**src/design/aps_pkg.sv**
```systemverilog
// Shared types and constants of the Annex-B parameter set extractor.
`timescale 1ns / 1ps
`default_nettype none
package aps_pkg;

  // Configuration register indexes
  localparam logic [1:0] CfgKeepFirst  = 2'd0;
  localparam logic [1:0] CfgKeepSecond = 2'd1;
  localparam logic [1:0] CfgCapacity   = 2'd2;

  // Register reset values
  localparam logic [4:0]  KeepFirstRst  = 5'd7;   // sequence parameter set
  localparam logic [4:0]  KeepSecondRst = 5'd8;   // picture parameter set
  localparam logic [16:0] CapacityRst   = 17'd65536;

  localparam logic [4:0] TypeMask = 5'h1F;

  // Largest value of the 17-bit length field
  localparam int LenMax = 131071;

  // Command queue between classifier and emitter
  localparam int QDepth = 4;
  localparam int QPtrW  = $clog2(QDepth);
  localparam int QCntW  = $clog2(QDepth + 1);

  // Emitter step positions: decided byte, four flush bytes, end marker
  localparam logic [2:0] PosDecided = 3'd0;
  localparam logic [2:0] PosMarker  = 3'd5;

  // One classified input transfer
  typedef struct packed {
    logic [3:0][7:0] flush_bytes;  // undecided bytes at packet end, oldest in [0]
    logic [2:0]      flush_cnt;    // 1..4
    logic            last;         // packet end: flush, then marker
    logic            keep;         // bytes belong to a kept unit
    logic            dec_vld;      // a byte was decided by this transfer
    logic [7:0]      dec_byte;
  } entry_t;

endpackage
`default_nettype wire

```
**src/design/aps_front.sv**
```systemverilog
// Classifier: lookahead window, start code search and unit type match.
`timescale 1ns / 1ps
`default_nettype none
module aps_front (
  input  wire logic          clk_i,
  input  wire logic          rst_ni,
  input  wire logic          in_vld_i,
  input  wire logic [7:0]    in_byte_i,
  input  wire logic          in_last_i,
  input  wire logic          q_full_i,
  input  wire logic [4:0]    keep_first_i,
  input  wire logic [4:0]    keep_second_i,
  output logic               in_rdy_o,
  output logic               push_o,
  output aps_pkg::entry_t    entry_o
);

  logic [3:0][7:0] win_q, win_d;
  logic [2:0]      fill_q, fill_d;
  logic            keep_q, keep_d;
  logic            accept;
  logic            full_win;
  logic            start_code;
  logic            type_hit;
  logic [4:0]      hdr_type;
  logic [3:0][7:0] win_n;

  assign in_rdy_o = !q_full_i;
  assign accept   = in_vld_i && !q_full_i;
  assign full_win = (fill_q == 3'd4);

  // Start code sits in the four oldest bytes, the new byte is its header
  assign start_code = (win_q[0] == 8'h00) && (win_q[1] == 8'h00) &&
                      (win_q[2] == 8'h00) && (win_q[3] == 8'h01);
  assign hdr_type   = in_byte_i[4:0] & aps_pkg::TypeMask;
  assign type_hit   = (hdr_type == keep_first_i) || (hdr_type == keep_second_i);

  always_comb begin
    win_n  = win_q;
    keep_d = keep_q;
    if (full_win) begin
      win_n = {in_byte_i, win_q[3], win_q[2], win_q[1]};
      if (start_code) begin
        keep_d = type_hit;
      end
    end else begin
      win_n[fill_q[1:0]] = in_byte_i;
    end

    entry_o.flush_bytes = win_n;
    entry_o.flush_cnt   = full_win ? 3'd4 : 3'(fill_q + 3'd1);
    entry_o.last        = in_last_i;
    entry_o.keep        = keep_d;
    entry_o.dec_vld     = full_win;
    entry_o.dec_byte    = win_q[0];

    win_d  = win_q;
    fill_d = fill_q;
    if (accept) begin
      win_d  = win_n;
      fill_d = full_win ? 3'd4 : 3'(fill_q + 3'd1);
      if (in_last_i) begin
        fill_d = 3'd0;
        keep_d = 1'b0;
      end
    end else begin
      keep_d = keep_q;
    end
  end

  assign push_o = accept && (full_win || in_last_i);

  always_ff @(posedge clk_i or negedge rst_ni) begin
    if (!rst_ni) begin
      fill_q <= 3'd0;
      keep_q <= 1'b0;
    end else begin
      fill_q <= fill_d;
      keep_q <= keep_d;
    end
  end

  always_ff @(posedge clk_i) begin
    win_q <= win_d;
  end

endmodule
`default_nettype wire

```
**src/design/aps_fifo.sv**
```systemverilog
// Small command queue between classifier and emitter.
`timescale 1ns / 1ps
`default_nettype none
module aps_fifo (
  input  wire logic          clk_i,
  input  wire logic          rst_ni,
  input  wire logic          push_i,
  input  wire aps_pkg::entry_t push_data_i,
  input  wire logic          pop_i,
  output aps_pkg::entry_t    head_o,
  output logic               empty_o,
  output logic               full_o
);

  aps_pkg::entry_t                  mem_q [aps_pkg::QDepth];
  logic [aps_pkg::QPtrW-1:0]        wr_ptr_q, rd_ptr_q;
  logic [aps_pkg::QCntW-1:0]        cnt_q, cnt_d;
  logic                             do_push, do_pop;

  assign empty_o = (cnt_q == '0);
  assign full_o  = (cnt_q == aps_pkg::QCntW'(aps_pkg::QDepth));
  assign head_o  = mem_q[rd_ptr_q];
  assign do_push = push_i && !full_o;
  assign do_pop  = pop_i && !empty_o;

  always_comb begin
    cnt_d = cnt_q;
    case ({do_push, do_pop})
      2'b10:   cnt_d = cnt_q + 1'b1;
      2'b01:   cnt_d = cnt_q - 1'b1;
      default: cnt_d = cnt_q;
    endcase
  end

  always_ff @(posedge clk_i or negedge rst_ni) begin
    if (!rst_ni) begin
      wr_ptr_q <= '0;
      rd_ptr_q <= '0;
      cnt_q    <= '0;
    end else begin
      cnt_q <= cnt_d;
      if (do_push) wr_ptr_q <= wr_ptr_q + 1'b1;
      if (do_pop)  rd_ptr_q <= rd_ptr_q + 1'b1;
    end
  end

  always_ff @(posedge clk_i) begin
    if (do_push) mem_q[wr_ptr_q] <= push_data_i;
  end

endmodule
`default_nettype wire

```
**src/design/aps_back.sv**
```systemverilog
// Emitter: capacity accounting, byte output and end-of-packet marker.
`timescale 1ns / 1ps
`default_nettype none
module aps_back (
  input  wire logic          clk_i,
  input  wire logic          rst_ni,
  input  wire aps_pkg::entry_t head_i,
  input  wire logic          empty_i,
  input  wire logic [16:0]   cap_i,
  output logic               pop_o,
  output logic               out_vld_o,
  input  wire logic          out_rdy_i,
  output logic [7:0]         out_byte_o,
  output logic               out_bvld_o,
  output logic               out_last_o,
  output logic               out_found_o,
  output logic [16:0]        out_len_o,
  output logic               out_ovf_o
);

  logic [2:0]  pos_q, pos_d;
  logic [16:0] written_q, written_d;
  logic        ovf_q, ovf_d;
  logic        out_vld_q, out_vld_d;
  logic [7:0]  ob_q;
  logic        obv_q, olast_q, ofnd_q, oovf_q;
  logic [16:0] olen_q;

  logic        is_marker, byte_here, has_room;
  logic        emit_byte, emit_marker, drop_byte, need_slot, slot_free, step;
  logic [1:0]  fidx;
  logic [7:0]  cur_byte;

  assign is_marker = (pos_q == aps_pkg::PosMarker);
  assign fidx      = 2'(pos_q - 3'd1);
  assign cur_byte  = (pos_q == aps_pkg::PosDecided) ? head_i.dec_byte
                                                    : head_i.flush_bytes[fidx];
  assign byte_here = (pos_q == aps_pkg::PosDecided) ? head_i.dec_vld
                   : (!is_marker && head_i.last && (pos_q <= head_i.flush_cnt));
  assign has_room  = (written_q < cap_i);

  assign emit_byte   = !empty_i && byte_here && head_i.keep && has_room;
  assign drop_byte   = !empty_i && byte_here && head_i.keep && !has_room;
  assign emit_marker = !empty_i && is_marker;
  assign need_slot   = emit_byte || emit_marker;
  assign slot_free   = !out_vld_q || out_rdy_i;
  assign step        = !empty_i && (!need_slot || slot_free);

  always_comb begin
    pos_d     = pos_q;
    pop_o     = 1'b0;
    written_d = written_q;
    ovf_d     = ovf_q;
    out_vld_d = out_vld_q && !out_rdy_i;
    if (step) begin
      if (is_marker || !head_i.last) begin
        pop_o = 1'b1;
        pos_d = aps_pkg::PosDecided;
      end else if (pos_q < head_i.flush_cnt) begin
        pos_d = pos_q + 3'd1;
      end else begin
        pos_d = aps_pkg::PosMarker;
      end
      if (emit_byte) written_d = written_q + 17'd1;
      if (drop_byte) ovf_d = 1'b1;
      if (emit_marker) begin
        written_d = '0;
        ovf_d     = 1'b0;
      end
      if (need_slot) out_vld_d = 1'b1;
    end
  end

  always_ff @(posedge clk_i or negedge rst_ni) begin
    if (!rst_ni) begin
      pos_q     <= aps_pkg::PosDecided;
      written_q <= '0;
      ovf_q     <= 1'b0;
      out_vld_q <= 1'b0;
    end else begin
      pos_q     <= pos_d;
      written_q <= written_d;
      ovf_q     <= ovf_d;
      out_vld_q <= out_vld_d;
    end
  end

  always_ff @(posedge clk_i) begin
    if (step && need_slot) begin
      ob_q    <= emit_marker ? 8'h00 : cur_byte;
      obv_q   <= emit_byte;
      olast_q <= emit_marker;
      ofnd_q  <= emit_marker && ((written_q != '0) || ovf_q);
      olen_q  <= emit_marker ? written_q : '0;
      oovf_q  <= emit_marker && ovf_q;
    end
  end

  assign out_vld_o   = out_vld_q;
  assign out_byte_o  = ob_q;
  assign out_bvld_o  = obv_q;
  assign out_last_o  = olast_q;
  assign out_found_o = ofnd_q;
  assign out_len_o   = olen_q;
  assign out_ovf_o   = oovf_q;

`ifndef SYNTH
  a_len_in_cap: assert property (@(posedge clk_i) disable iff (!rst_ni)
    written_q <= cap_i) else $error("written count above capacity");

  a_pos_range: assert property (@(posedge clk_i) disable iff (!rst_ni)
    pos_q <= aps_pkg::PosMarker) else $error("emitter position out of range");

  a_marker_clears: assert property (@(posedge clk_i) disable iff (!rst_ni)
    (step && emit_marker) |=> (written_q == '0) && !ovf_q)
    else $error("packet state not cleared after marker");
`endif

endmodule
`default_nettype wire

```
**src/design/annexb_parameter_set_extractor.sv**
```systemverilog
// Top level of the Annex-B parameter set extractor.
`timescale 1ns / 1ps
`default_nettype none
// Scans an Annex-B byte stream (one byte per transfer, tlast on the packet's
// last byte) for units that start at 00 00 00 01 plus a header byte, and
// passes on, byte for byte and including the start code, every unit whose
// header type (header AND 0x1F) matches keep_type_first or keep_type_second.
// After each packet one marker transfer (tuser 0, tlast 1) carries found,
// total_length and overflow. A byte is decided four bytes late, so at packet
// end the classifier hands the emitter up to four undecided bytes at once.
// Throughput: one input byte per cycle while the command queue has room. The
// classifier takes a byte every cycle while its four-entry command queue has
// room; the emitter retires one command per cycle for ordinary bytes while the
// output is free, and a packet-end command goes through its steps (decided
// byte, four flush bytes, marker) one at a time, limited by the single output
// register. Configuration writes are always taken (cfg_ready_o is high); index
// 3 is ignored. out_capacity is clamped to MAX_OUTPUT_BYTES, at most 131071;
// kept bytes past it are dropped and flagged.
module annexb_parameter_set_extractor #(
  parameter int MAX_OUTPUT_BYTES = 65536
) (
  input  wire logic        clk_i,
  input  wire logic        rst_ni,
  // input stream
  input  wire logic        s_axis_tvalid,
  output logic             s_axis_tready,
  input  wire logic [7:0]  s_axis_tdata,   // [7:0] data_byte
  input  wire logic        s_axis_tlast,   // packet_end
  // output stream
  output logic             m_axis_tvalid,
  input  wire logic        m_axis_tready,
  output logic [31:0]      m_axis_tdata,   // [7:0] out_byte, [8] found,
                                           // [25:9] total_length, [26] overflow
  output logic             m_axis_tuser,   // byte_valid
  output logic             m_axis_tlast,   // run_last
  // configuration writes
  input  wire logic        cfg_valid_i,
  output logic             cfg_ready_o,
  input  wire logic [1:0]  cfg_index_i,
  input  wire logic [16:0] cfg_data_i
);

  localparam int CapLimit = (MAX_OUTPUT_BYTES < aps_pkg::LenMax) ? MAX_OUTPUT_BYTES
                                                                 : aps_pkg::LenMax;
  localparam logic [16:0] CapLimitW = 17'(CapLimit);

  logic [4:0]  keep_first_q, keep_second_q;
  logic [16:0] cap_cfg_q;
  logic [16:0] cap_eff;

  aps_pkg::entry_t push_entry, head_entry;
  logic            push, pop, q_empty, q_full;

  logic [7:0]  o_byte;
  logic        o_bvld, o_last, o_fnd, o_ovf;
  logic [16:0] o_len;

  // Config registers; the host must write them only while the block is idle (not enforced here)
  assign cfg_ready_o = 1'b1;

  always_ff @(posedge clk_i or negedge rst_ni) begin
    if (!rst_ni) begin
      keep_first_q  <= aps_pkg::KeepFirstRst;
      keep_second_q <= aps_pkg::KeepSecondRst;
      cap_cfg_q     <= aps_pkg::CapacityRst;
    end else if (cfg_valid_i) begin
      case (cfg_index_i)
        aps_pkg::CfgKeepFirst:  keep_first_q  <= cfg_data_i[4:0];
        aps_pkg::CfgKeepSecond: keep_second_q <= cfg_data_i[4:0];
        aps_pkg::CfgCapacity:   cap_cfg_q     <= cfg_data_i;
        default: ;
      endcase
    end
  end

  assign cap_eff = (cap_cfg_q > CapLimitW) ? CapLimitW : cap_cfg_q;

  aps_front u_front (
    .clk_i         (clk_i),
    .rst_ni        (rst_ni),
    .in_vld_i      (s_axis_tvalid),
    .in_byte_i     (s_axis_tdata),
    .in_last_i     (s_axis_tlast),
    .q_full_i      (q_full),
    .keep_first_i  (keep_first_q),
    .keep_second_i (keep_second_q),
    .in_rdy_o      (s_axis_tready),
    .push_o        (push),
    .entry_o       (push_entry)
  );

  aps_fifo u_fifo (
    .clk_i       (clk_i),
    .rst_ni      (rst_ni),
    .push_i      (push),
    .push_data_i (push_entry),
    .pop_i       (pop),
    .head_o      (head_entry),
    .empty_o     (q_empty),
    .full_o      (q_full)
  );

  aps_back u_back (
    .clk_i       (clk_i),
    .rst_ni      (rst_ni),
    .head_i      (head_entry),
    .empty_i     (q_empty),
    .cap_i       (cap_eff),
    .pop_o       (pop),
    .out_vld_o   (m_axis_tvalid),
    .out_rdy_i   (m_axis_tready),
    .out_byte_o  (o_byte),
    .out_bvld_o  (o_bvld),
    .out_last_o  (o_last),
    .out_found_o (o_fnd),
    .out_len_o   (o_len),
    .out_ovf_o   (o_ovf)
  );

  assign m_axis_tdata = {5'd0, o_ovf, o_len, o_fnd, o_byte};
  assign m_axis_tuser = o_bvld;
  assign m_axis_tlast = o_last;

endmodule
`default_nettype wire

```
**config.mk**
```make
export PLATFORM = sky130hd
export DESIGN_NAME = annexb_parameter_set_extractor
export DESIGN_NICKNAME = d
export VERILOG_FILES = /design/src/design/aps_pkg.sv /design/src/design/aps_front.sv /design/src/design/aps_fifo.sv /design/src/design/aps_back.sv /design/src/design/annexb_parameter_set_extractor.sv
export SDC_FILE = /design/constraint.sdc
export NUM_CORES = 1
export LEC_CHECK = 0
export BUFFER_PORTS_ARGS = -buffer_cell sky130_fd_sc_hd__buf_2
export CAP_MARGIN = 25
export CELL_PAD_IN_SITES_DETAIL_PLACEMENT = 0
export CELL_PAD_IN_SITES_GLOBAL_PLACEMENT = 1
export CORE_MARGIN = 2
export CORE_UTILIZATION = 55
export CTS_BUF_LIST = sky130_fd_sc_hd__clkbuf_8
export DETAILED_ROUTE_END_ITERATION = 12
export PLACE_DENSITY = 0.86
export SLEW_MARGIN = 20
export SYNTH_ARGS = -nofsm -noshare
export SYNTH_HDL_FRONTEND = slang
export SYNTH_SLANG_ARGS = --single-unit
export TNS_END_PERCENT = 20
```
**constraint.sdc**
```tcl
create_clock -name clk_i -period 8.2 [get_ports clk_i]
set_input_delay 0 -clock clk_i [delete_from_list [all_inputs] [get_ports clk_i]]
set_output_delay 0 -clock clk_i [all_outputs]
set_load 0.01 [all_outputs]
```
# Word-level counts from Yosys, hierarchy flattened
# Memories as Yosys holds them, arrays and structs flattened.
# Cells that the tools add are included.
[totals]
n_memories = 1
register_bits = 121
word_cells = 125
ramBits = 184
in_bits = 33
[memory_table]
columns = ["name", "depth", "word_bits", "read_ports", "rd_clocked_by_memory_dff", "wr", "line", "source"]
rows = [
  ["u_fifo.mem_q", 4, 46, 1, 0, 1, "aps_fifo.sv:15", "aps_pkg::entry_t mem_q [aps_pkg::QDepth];"],
]
[op_classes]
n_addsub = 8
order_cmp = 7
n_reduce_logical = 50
n_eq_ne = 10
mux = 27
[op_table]
columns = ["cell", "n"]
rows = [
  ["2-to-1 mux 17 bit", 3],
  ["bitwise mux 32 bit", 1],
  ["2-to-1 mux 32 bit", 1],
  ["logical NOT 8 bit", 3],
  ["2-to-1 mux 8 bit", 3],
  ["logical AND 1 bit", 20],
  ["adder 17 x 1 -> 17 bit (second input constant)", 1],
  ["> comparator 17 bit (second input constant)", 1],
  ["< comparator 17 bit", 1],
  ["nonzero test 17 bit", 1],
  ["binary-select mux 8 bit (select 2 bit)", 1],
  ["demux 8 bit (select 2 bit)", 1],
  ["2-to-1 mux 1 bit", 12],
  ["2-to-1 mux 3 bit", 4],
  ["equality test 5 bit", 2],
  ["AND reduction 2 bit", 5],
  ["adder 3 x 1 -> 3 bit (second input constant)", 3],
  ["equality test 3 bit (second input constant)", 3],
  ["equality test 8 x 1 -> 1 bit (second input constant)", 1],
  ["logical NOT 1 bit", 8],
  ["logical OR 1 bit", 7],
  ["logical NOT 3 bit", 2],
  ["< comparator 2 x 3 -> 1 bit (second input constant)", 2],
  ["case mux 3 bit (2 select lines)", 1],
  ["other kinds (10)", 15],
]

# Longest topological paths before layout
# Gate-level depths: netlist (run 1).
[depth]
ltp_word = 16
mapped_depth = 20
ltp_nobuf = 17

# Modules after synthesis
# A second synthesis (run 1) with hierarchy kept.
[hier_totals]
cells_unflattened = 889
hier_area_um2 = 13731.9
[modules_own_cells]
columns = ["module", "cells_each", "seq_area_each_um2", "instances", "area_per_inst_um2"]
rows = [
  ["aps_fifo", 277, 5700.5, 1, 7055.5],
  ["aps_back", 329, 1421.4, 1, 3240.6],
  ["aps_front", 192, 1061.0, 1, 2113.3],
  ["annexb_parameter_set_extractor", 91, 681.9, 1, 1322.5],
]

# Least setup slack after synthesis (run 1)
# Ideal clock, no wire load.
[synth_path]
path_type = "register -> register"
from = "register u_fifo.rd_ptr_q[0] (netlist name)"
to = "register u_back.obv_q (netlist: u_back.out_bvld_o) (enable)"
path_buffers = 4
required_ns = 7.771
stages_incl_launch_ff = 14
setup_time_ns = 0.429
t_arrival_ns = 4.506
path_slack_ns = 3.265
path_cell_list = "dfrtp_1 buf_4 buf_2 buf_2 mux4_2 inv_1 ha_1 a21oi_1 o21a_1 o21bai_1 a21oi_2 nand2_2 buf_6 a21oi_1"
[synth_via]
elab_chain_len = 12
elab_cells_between_ends = 13
[synth_rtl]
columns = ["element", "line", "source"]
rows = [
  ["from (decl)", "aps_fifo.sv:16", "logic [aps_pkg::QPtrW-1:0] wr_ptr_q, rd_ptr_q;"],
  ["from (signal assigned)", "aps_fifo.sv:43", "if (do_pop) rd_ptr_q <= rd_ptr_q + 1'b1;"],
  ["memory (4 x 46 bit) (*)", "-", ""],
  ["<= comparator 3 bit / logical AND 1 bit (equally long branches)", "aps_back.sv:39", ": (!is_marker && head_i.last && (pos_q <= head_i.flush_cnt));"],
  ["logical AND 1 bit", "aps_back.sv:39", ""],
  ["2-to-1 mux 1 bit", "aps_back.sv:38", "assign byte_here = (pos_q == aps_pkg::PosDecided) ? head_i.dec_vld"],
  ["logical AND 1 bit", "aps_back.sv:42", "assign emit_byte = !empty_i && byte_here && head_i.keep && has_room;"],
  ["logical AND 1 bit (*) (2 in series)", "aps_back.sv:42", ""],
  ["logical OR 1 bit (*)", "aps_back.sv:45", "assign need_slot = emit_byte || emit_marker;"],
  ["logical NOT 1 bit", "aps_back.sv:47", "assign step = !empty_i && (!need_slot || slot_free);"],
  ["logical OR 1 bit", "aps_back.sv:47", ""],
  ["logical AND 1 bit", "aps_back.sv:47", ""],
  ["logical AND 1 bit (*)", "aps_back.sv:89", "if (step && need_slot) begin"],
  ["to (signal assigned)", "aps_back.sv:91", "obv_q <= emit_byte;"],
  ["to (decl)", "aps_back.sv:26", "logic obv_q, olast_q, ofnd_q, oovf_q;"],
]
# Mark *: on every way between the ends. The rest lies on a longest branch, timed or not.
# A chain may end at the register's enable or synchronous reset.

# Worst setup path in the final report (run 1)
[layout_path]
from = "register cap_cfg_q[0]"
to = "register u_fifo.cnt_q[2] (netlist name)"
[layout_via]
elab_chain_len = 12
elab_cells_between_ends = 14
[layout_rtl]
columns = ["element", "line", "source"]
rows = [
  ["from (decl)", "annexb_parameter_set_extractor.sv:48", "logic [16:0] cap_cfg_q;"],
  ["from (signal assigned)", "annexb_parameter_set_extractor.sv:65", "cap_cfg_q <= aps_pkg::CapacityRst;"],
  ["from (signal assigned)", "annexb_parameter_set_extractor.sv:70", "aps_pkg::CfgCapacity: cap_cfg_q <= cfg_data_i;"],
  ["> comparator 17 bit", "annexb_parameter_set_extractor.sv:76", "assign cap_eff = (cap_cfg_q > CapLimitW) ? CapLimitW : cap_cfg_q;"],
  ["2-to-1 mux 17 bit (*)", "annexb_parameter_set_extractor.sv:76", ""],
  ["< comparator 17 bit (*)", "aps_back.sv:40", "assign has_room = (written_q < cap_i);"],
  ["logical AND 1 bit (*)", "aps_back.sv:42", ""],
  ["logical OR 1 bit (*)", "aps_back.sv:45", ""],
  ["logical NOT 1 bit (*)", "aps_back.sv:47", ""],
  ["logical OR 1 bit (*)", "aps_back.sv:47", ""],
  ["logical AND 1 bit (*)", "aps_back.sv:47", ""],
  ["2-to-1 mux 1 bit (*)", "aps_back.sv:55", "if (step) begin"],
  ["logical AND 1 bit (*)", "aps_fifo.sv:24", "assign do_pop = pop_i && !empty_o;"],
  ["via u_fifo.do_pop", "aps_fifo.sv:18", "logic do_push, do_pop;"],
  ["equality test 2 x 1 -> 1 bit / equality test 2 bit (equally long branches)", "aps_fifo.sv:28", "case ({do_push, do_pop})"],
  ["case mux 3 bit (2 select lines) / nonzero test 2 bit (equally long branches)", "-", ""],
  ["to (signal assigned)", "aps_fifo.sv:41", "cnt_q <= cnt_d;"],
  ["to (decl)", "aps_fifo.sv:17", "logic [aps_pkg::QCntW-1:0] cnt_q, cnt_d;"],
]
# The timed path passes the listed nets; every way through them passes the cells marked *.

==> results of run 1 <==
==> state kept, by name (all words and copies together) (netlist names), 2 cells and up <==
| register | cells |
|---|---|
| u_back.out_byte_o | 8 |
| u_fifo.mem_q | 184 |
| u_front.entry_o | 8 |
| u_front.fill_q | 3 |
| u_back.out_len_o | 17 |
| u_back.written_q | 17 |
| cap_cfg_q | 17 |
| keep_second_q | 5 |
| u_fifo.wr_ptr_q | 2 |
| u_back.pos_q | 3 |
| u_fifo.rd_ptr_q | 2 |
| u_fifo.cnt_q | 3 |
| keep_first_q | 5 |
| u_front.win_q | 24 |
==> cell families after synthesis <==
kind of cell	share of synthesized area
AO/OA/AOI/OAI	0.0472
AND/OR/NAND/NOR	0.0770
multiplexers	0.142
adder cells (fa/ha/maj)	0.0327
other	0.000567
XOR/XNOR	0.0106
flip-flops	0.669
buffers and inverters	0.0211
==> power groups by stage <==
stage / registers, mW / clock network (mW) / logic, mW
CTS: 2.56 / 1.26 / 1.66
global route: 2.60 / 1.32 / 1.82
detailed placement: 2.58 / 0 / 1.64
floorplan: 2.46 / 0 / 1.23
global placement: 2.57 / 0 / 1.59
finish: 2.55 / 1.23 / 1.65
==> critical path: stages, from the launching register on <==
cell      delay (ns)
dfrtp_1         0.40
nor4_1          0.34
a41o_1          0.44
nand2_1         0.12
ha_1            0.30
nand4_1         0.14
or3_1           0.41
a311oi_1        0.39
nor4b_4         0.14
nand2_2         0.29
o211ai_1        0.19
inv_1           0.09
ha_1            0.18
inv_1           0.06
fa_1            0.37
xor2_1          0.15
nor2_1          0.11
xor2_1          0.15
==> routing by layer <==
| metal | share of wire | global-route usage | up-vias |
|---|---|---|---|
| li1 | - | - | 3497 |
| met1 | 0.44 | 0.319 | 3824 |
| met2 | 0.47 | 0.348 | 294 |
| met3 | 0.073 | 0.0458 | 53 |
| met4 | 0.021 | 0.0603 | 0 |
| met5 | 0 | 0 | - |
==> cells in the final DEF (no fill, tap or decap), types with 6 or more instances in the layout <==
master and instances:
a21oi_1 24, a31oi_1 12, and2_1 18, and3_1 9, buf_2 63, buf_4 10
clkbuf_8 56, clkinv_2 8, conb_1 6, dfrtp_1 53, dlygate4sd3_1 30, edfxtp_1 245
ha_1 33, inv_1 37, mux2_2 37, mux2i_1 25, mux4_2 54, nand2_1 72
nand3_1 19, nand4_1 11, nor2_1 29, nor3_1 7, nor4_1 15, o211ai_1 6
o21ai_0 29, xnor2_1 8, xor2_1 8
==> synth_stat cells, types with 3 or more instances <==
master	number	area (um2)
o211ai_1	6	45.0
nand3_1	19	95.1
mux2_2	37	417
xnor2_1	8	70.1
a31oi_1	12	75.1
buf_2	5	25.0
or4_1	4	30.0
nor2b_1	4	25.0
nand4_1	11	68.8
ha_1	33	413
and2_1	22	138
buf_4	9	67.6
a41o_1	3	30.0
a32oi_1	3	26.3
a21o_1	5	37.5
o21ai_0	29	145
dfrtp_1	55	1380
clkbuf_1	21	78.8
edfxtp_1	245	7360
a21oi_1	25	125
dfstp_2	5	131
nand2_1	72	270
mux2i_1	25	250
xor2_1	8	70.1
nor4_1	15	93.8
nor2_1	29	109
buf_1	5	18.8
and3_1	9	56.3
inv_1	20	75.1
mux4_2	54	1220
nor3_1	7	35.0
==> final cells by class <==
type / instances / area (um2) / area share
inverter: 21 / 78.8 / 0.00521
timing repair buffer: 104 / 702 / 0.0464
sequential: 305 / 8870 / 0.586
clock inverter: 33 / 173 / 0.0114
tap: 319 / 399 / 0.0264
clock buffer: 56 / 771 / 0.0509
multi-input combinational: 476 / 4140 / 0.274
==> worst max path at each step <==
| stage | slack [ns] | endpoint | startpoint | cells past startpoint |
|---|---|---|---|---|
| 6_report | 3.84 | u_fifo.cnt_q[2] | cap_cfg_q[0] | 17 |
| 5_1_grt | 3.47 | u_fifo.cnt_q[2] | cap_cfg_q[0] | 17 |
| 4_1_cts | 3.85 | u_fifo.cnt_q[2] | cap_cfg_q[0] | 17 |
| 3_5_place_dp | 3.87 | u_fifo.cnt_q[2] | cap_cfg_q[0] | 17 |
| 3_3_place_gp | 3.94 | u_fifo.cnt_q[2] | cap_cfg_q[11] | 17 |
| 2_1_floorplan | 3.27 | u_back.out_bvld_o | u_fifo.rd_ptr_q[0] | 13 |
==> per-stage QoR <==
step                utilization  hold WS (ns)  instances
detailed placement        0.590         0.218       1195
global route              0.643       0.00354       1314
finish                    0.643        0.0200       1314
global placement          0.589         0.218       1194
CTS                       0.643       0.00322       1314
floorplan                     -        -0.296        843
==> impl_metrics.toml, run 1 <==
[run_status]
status = "finished clean"

[min_path]
holdPathEnd = "keep_second_q[4]"
hold_start = "cfg_valid_i"
hp-class = "in2reg"
whs_path_depth = 3

[clock_tree]
clk_pin_slew_worst_paths_ns = 0.06
cts-htree-levels = 2
clkSinkCount = 305
cts_hold_buf = 30
post_cts_buffers = 0
cts_resized = 0
cts_tree = "built"
cts-root-buf = "clkbuf_8"
cts_buffers = 48
insertion_delay_ns = 0.57
clk_path_buf_depth = 3

[route]
wl_per_cell_um = 20.9
drtPass1Iterations = 5
vias = 7668
final_antenna_net_count = 0
drc = 0
wirelength_um = 27400
via_per_inst = 5.84
drtIter0Drc = 630

[timing]
rsz0062_at_grt = "no"
finalClockSkew_ns = 0.0313
min_period_ns = 4.36
setup_viol = 0
setup_ws_ns = 3.84
tns_ns = 0
finalCritPeriodShare = 0.532
slew_headroom = 0.370
fmax_mhz = 229
worst_slew_pin_slew_ns = 0.942
finalHoldViolations = 0
finalMaxSlewViolations = 0

[power]
power_switching_mw = 1.82
p_int_mw = 3.63
combPwrFrac = 0.304
clkPwrFrac = 0.227
leakage_nw = 5.56
cellPowerDensity_mw_per_mm2 = 360
vdd_drop_max_mv = 0.187
seqPwrFrac = 0.469
p_sw_frac = 0.334
fin_total_pwr_mw = 5.44

[critical_path]
r2r_setup_slack_ns = 3.84
startpoint_type = "register"
setup.worst_path.end_class = "register"
critical_path_class = "reg2reg"
worstReg2RegEnd = "u_fifo.cnt_q[2]"
ff2ff_path_depth = 17
arrival_ns = 4.84
cp.required_ns = 8.68
path_max_fanout = 15
timing.rr.start = "cap_cfg_q[0]"

[final_layout]
nets = 1023
fin_area_mm2 = 0.0151
fill_cells = 1750
syn_to_final_growth_pct = 14.2
antennaDiodeCount = 0
drive_gt1_frac = 0.250

[synth]
syn_inst = 839
synth_flop_cell = "edfxtp_1"
synth.ff_latch_count = 305
netlist_area_mm2 = 0.0133
yosys_warnings = 0
synth_edf_count = 245
synth_cell_types = 57
async_flop_share = 0.197
avgSynthCellArea_um2 = 15.8
yosysSeqAreaShare = 0.669

[global_routing]
antenna_found_initial = 0
grt_pass1_wl_um = 43500
grt_util_all_layers = 0.221
grt_max_degree = 61
grt.overflow.total = 0
grt_pass1_vias = 7738

[placed_design]
place_congestion = 0.786
pre_cts_ws_ns = 3.87
dp_hpwl_um = 16900
portBuffers = 63
place_area_mm2 = 0.0139

[floorplanning]
num_rows = 56
core_area_mm2 = 0.0235
dieArea_mm2 = 0.0254
io_pins = 70
die_w_um = 159
initial_core_util = 0.563
die_h_um = 159

[job]
max-cap-violations = 0
(Power assumes the default switching activity.)
==> run 2: changes to the inputs <==
--- a/config.mk
+++ b/config.mk
@@ -10,10 +10,10 @@
 export CELL_PAD_IN_SITES_DETAIL_PLACEMENT = 0
 export CELL_PAD_IN_SITES_GLOBAL_PLACEMENT = 1
 export CORE_MARGIN = 2
-export CORE_UTILIZATION = 55
+export CORE_UTILIZATION = 54
 export CTS_BUF_LIST = sky130_fd_sc_hd__clkbuf_8
 export DETAILED_ROUTE_END_ITERATION = 12
-export PLACE_DENSITY = 0.86
+export PLACE_DENSITY = 0.85
 export SLEW_MARGIN = 20
 export SYNTH_ARGS = -nofsm -noshare
 export SYNTH_HDL_FRONTEND = slang
==> constraint.sdc (replaced) <==
create_clock -name clk_i -period 4.3 [get_ports clk_i]
set_input_delay 0 -clock clk_i [delete_from_list [all_inputs] [get_ports clk_i]]
set_output_delay 0 -clock clk_i [all_outputs]
set_load 0.01 [all_outputs]
==> run 2 against run 1 <==
Against the previous run: clock-buffer cell count decreased by 6; design area is 0.60% higher; combinational power up 100%; non-clock buffer count grew 16; clock skew fell by 0.011 ns; sequential cell count unchanged; global-route usage down 0.24 points; cell count is 1.5% higher; total power increased by 89%.
==> impl_metrics.toml, run 2 (synthesis results as in run 1) <==
[global_routing]
grt_max_degree = 61
grt_pass1_vias = 7847
antenna_found_initial = 0
grt_util_all_layers = 0.219
grt.overflow.total = 0
grt_pass1_wl_um = 43500

[power]
combPwrFrac = 0.328
fin_total_pwr_mw = 10.3
seqPwrFrac = 0.462
clkPwrFrac = 0.210
leakage_nw = 5.58
p_sw_frac = 0.337
p_int_mw = 6.83
cellPowerDensity_mw_per_mm2 = 676
power_switching_mw = 3.47
vdd_drop_max_mv = 0.399

[timing]
fmax_mhz = 250
rsz0062_at_grt = "no"
finalHoldViolations = 0
worst_slew_pin_slew_ns = 0.812
setup_viol = 0
finalClockSkew_ns = 0.0203
finalCritPeriodShare = 0.931
finalMaxSlewViolations = 0
min_period_ns = 4.01
slew_headroom = 0.459
tns_ns = 0

[clock_tree]
cts-htree-levels = 2
cts-root-buf = "clkbuf_8"
cts_tree = "built"
clk_path_buf_depth = 3
post_cts_buffers = 0
cts_buffers = 48
clk_pin_slew_worst_paths_ns = 0.07
clkSinkCount = 305
insertion_delay_ns = 0.56

[critical_path]
critical_path_class = "reg2reg"
r2r_setup_slack_ns = 0.29
slowest_stage = "or3_1"
cp.required_ns = 4.78
cpPeakStageDelay_ns = 0.42
startpoint_type = "register"
setup.worst_path.end_class = "register"
timing.rr.start = "cap_cfg_q[0]"
crit_chain = "nor4_1 -> a41o_2 -> nand2_1 -> ha_1 -> nand4_1 -> or3_1 -> a311oi_1 -> nor4b_4 -> nand2_2 -> o211ai_1 -> inv_1 -> ha_1 -> inv_1 -> fa_1 -> xor2_1 -> nor2_1 -> xor2_1"
ff2ff_path_depth = 17
worstReg2RegEnd = "u_fifo.cnt_q[2]"
path_max_fanout = 11
crit_path_start = "cap_cfg_q[0]"
arrival_ns = 4.48

[floorplanning]
die_h_um = 161
dieArea_mm2 = 0.0258
num_rows = 57
core_area_mm2 = 0.0242
io_pins = 70
die_w_um = 161
initial_core_util = 0.548

[final_layout]
postLayoutCoreUtil = 0.630
top_regs = "u_fifo.mem_q (184), u_front.win_q (24)"
largest_reg_flops = 184
mostFrequentLayoutCells = "edfxtp_1 (245), nand2_1 (72), buf_2 (63)"
final_common_cell = "edfxtp_1"
antennaDiodeCount = 0
nets = 1039
largest_register = "u_fifo.mem_q"
instances_no_fill = 1334
drive_gt1_frac = 0.253
fin_area_mm2 = 0.0152
syn_to_final_growth_pct = 14.8

[route]
wirelength_um = 27200
drtPass1Iterations = 5
via_per_inst = 5.84
drc = 0
wl_per_cell_um = 20.4
vias = 7787
drtIter0Drc = 743
final_antenna_net_count = 0

[placed_design]
place_area_mm2 = 0.0140
portBuffers = 63
dp.cells = 1212
dp_hpwl_um = 17600
place_congestion = 0.797

[min_path]
hp-class = "in2reg"
whs_path_depth = 3
holdPathEnd = "keep_second_q[1]"
hold_start = "cfg_index_i[1]"

[run_status]
status = "finished clean"

[job]
max-cap-violations = 0
[run 2: cell types whose count changed in the layout (fill, tap and decap cells not counted), sizes merged]
cell,change
dlygate4sd3,+4
clkbuf,-6
bufinv,-1
clkinv,+12
buf,+12
inv,-6
[run 2: cell type report]
type                            count  area [um2]
Sequential cell                   305        8870
Clock buffer                       50         688
Timing Repair Buffer              120         878
Inverter                           21        78.8
Multi-Input combinational cell    476        4140
Tap cell                          324         405
Fill cell                        1729        8950
Clock inverter                     38         163
[run 2: worst max-delay path, delay by kind of cell (launching register included)]
family,cells,cell delay [ns]
compound gates,3,0.90
fa+ha+maj,3,0.84
buf+inv,2,0.15
xor+xnor,2,0.31
flops,1,0.41
simple gates,7,1.32
[run 2: what timing repair did]
action | 4_1_cts | 5_1_grt
gates resized for setup | 0 | 1
endpoints found under the setup margin | 0 | 1
endpoints found under the hold margin | 121 | 0
hold buffers | 34 | 0
[run 2: how the worst max path moves through the flow]
stage,endpoint,cells after the start
2_1_floorplan,u_back.out_bvld_o,13
3_3_place_gp,u_fifo.cnt_q[2],17
3_5_place_dp,u_fifo.cnt_q[2],17
4_1_cts,u_fifo.cnt_q[2],17
5_1_grt,u_fifo.cnt_q[2],17
6_report,u_fifo.cnt_q[2],17
[run 2: through the flow]
step                      setup WS [ns]  hold slack [ns]
after floorplan                  0.0552           -0.296
after global placement            0.293            0.217
after detailed placement          0.230            0.219
after CTS                         0.202          0.00678
after global routing             0.0197           0.0230
final                             0.295           0.0278
[run 2: per-layer routing]
| layer | GRT usage | wire (um) |
|---|---|---|
| met3 | 0.0431 | 1910 |
| met2 | 0.332 | 12600 |
| met5 | 0 | 0 |
| met1 | 0.323 | 12200 |
| met4 | 0.0717 | 565 |
[run 2: power groups by stage]
stage | Combinational, mW | Clock [mW] | Sequential (mW)
2_1_floorplan | 2.35 | 0 | 4.68
3_3_place_gp | 3.30 | 0 | 4.77
3_5_place_dp | 3.36 | 0 | 4.80
4_1_cts | 3.40 | 2.20 | 4.75
5_1_grt | 3.74 | 2.34 | 4.83
6_report | 3.38 | 2.16 | 4.76
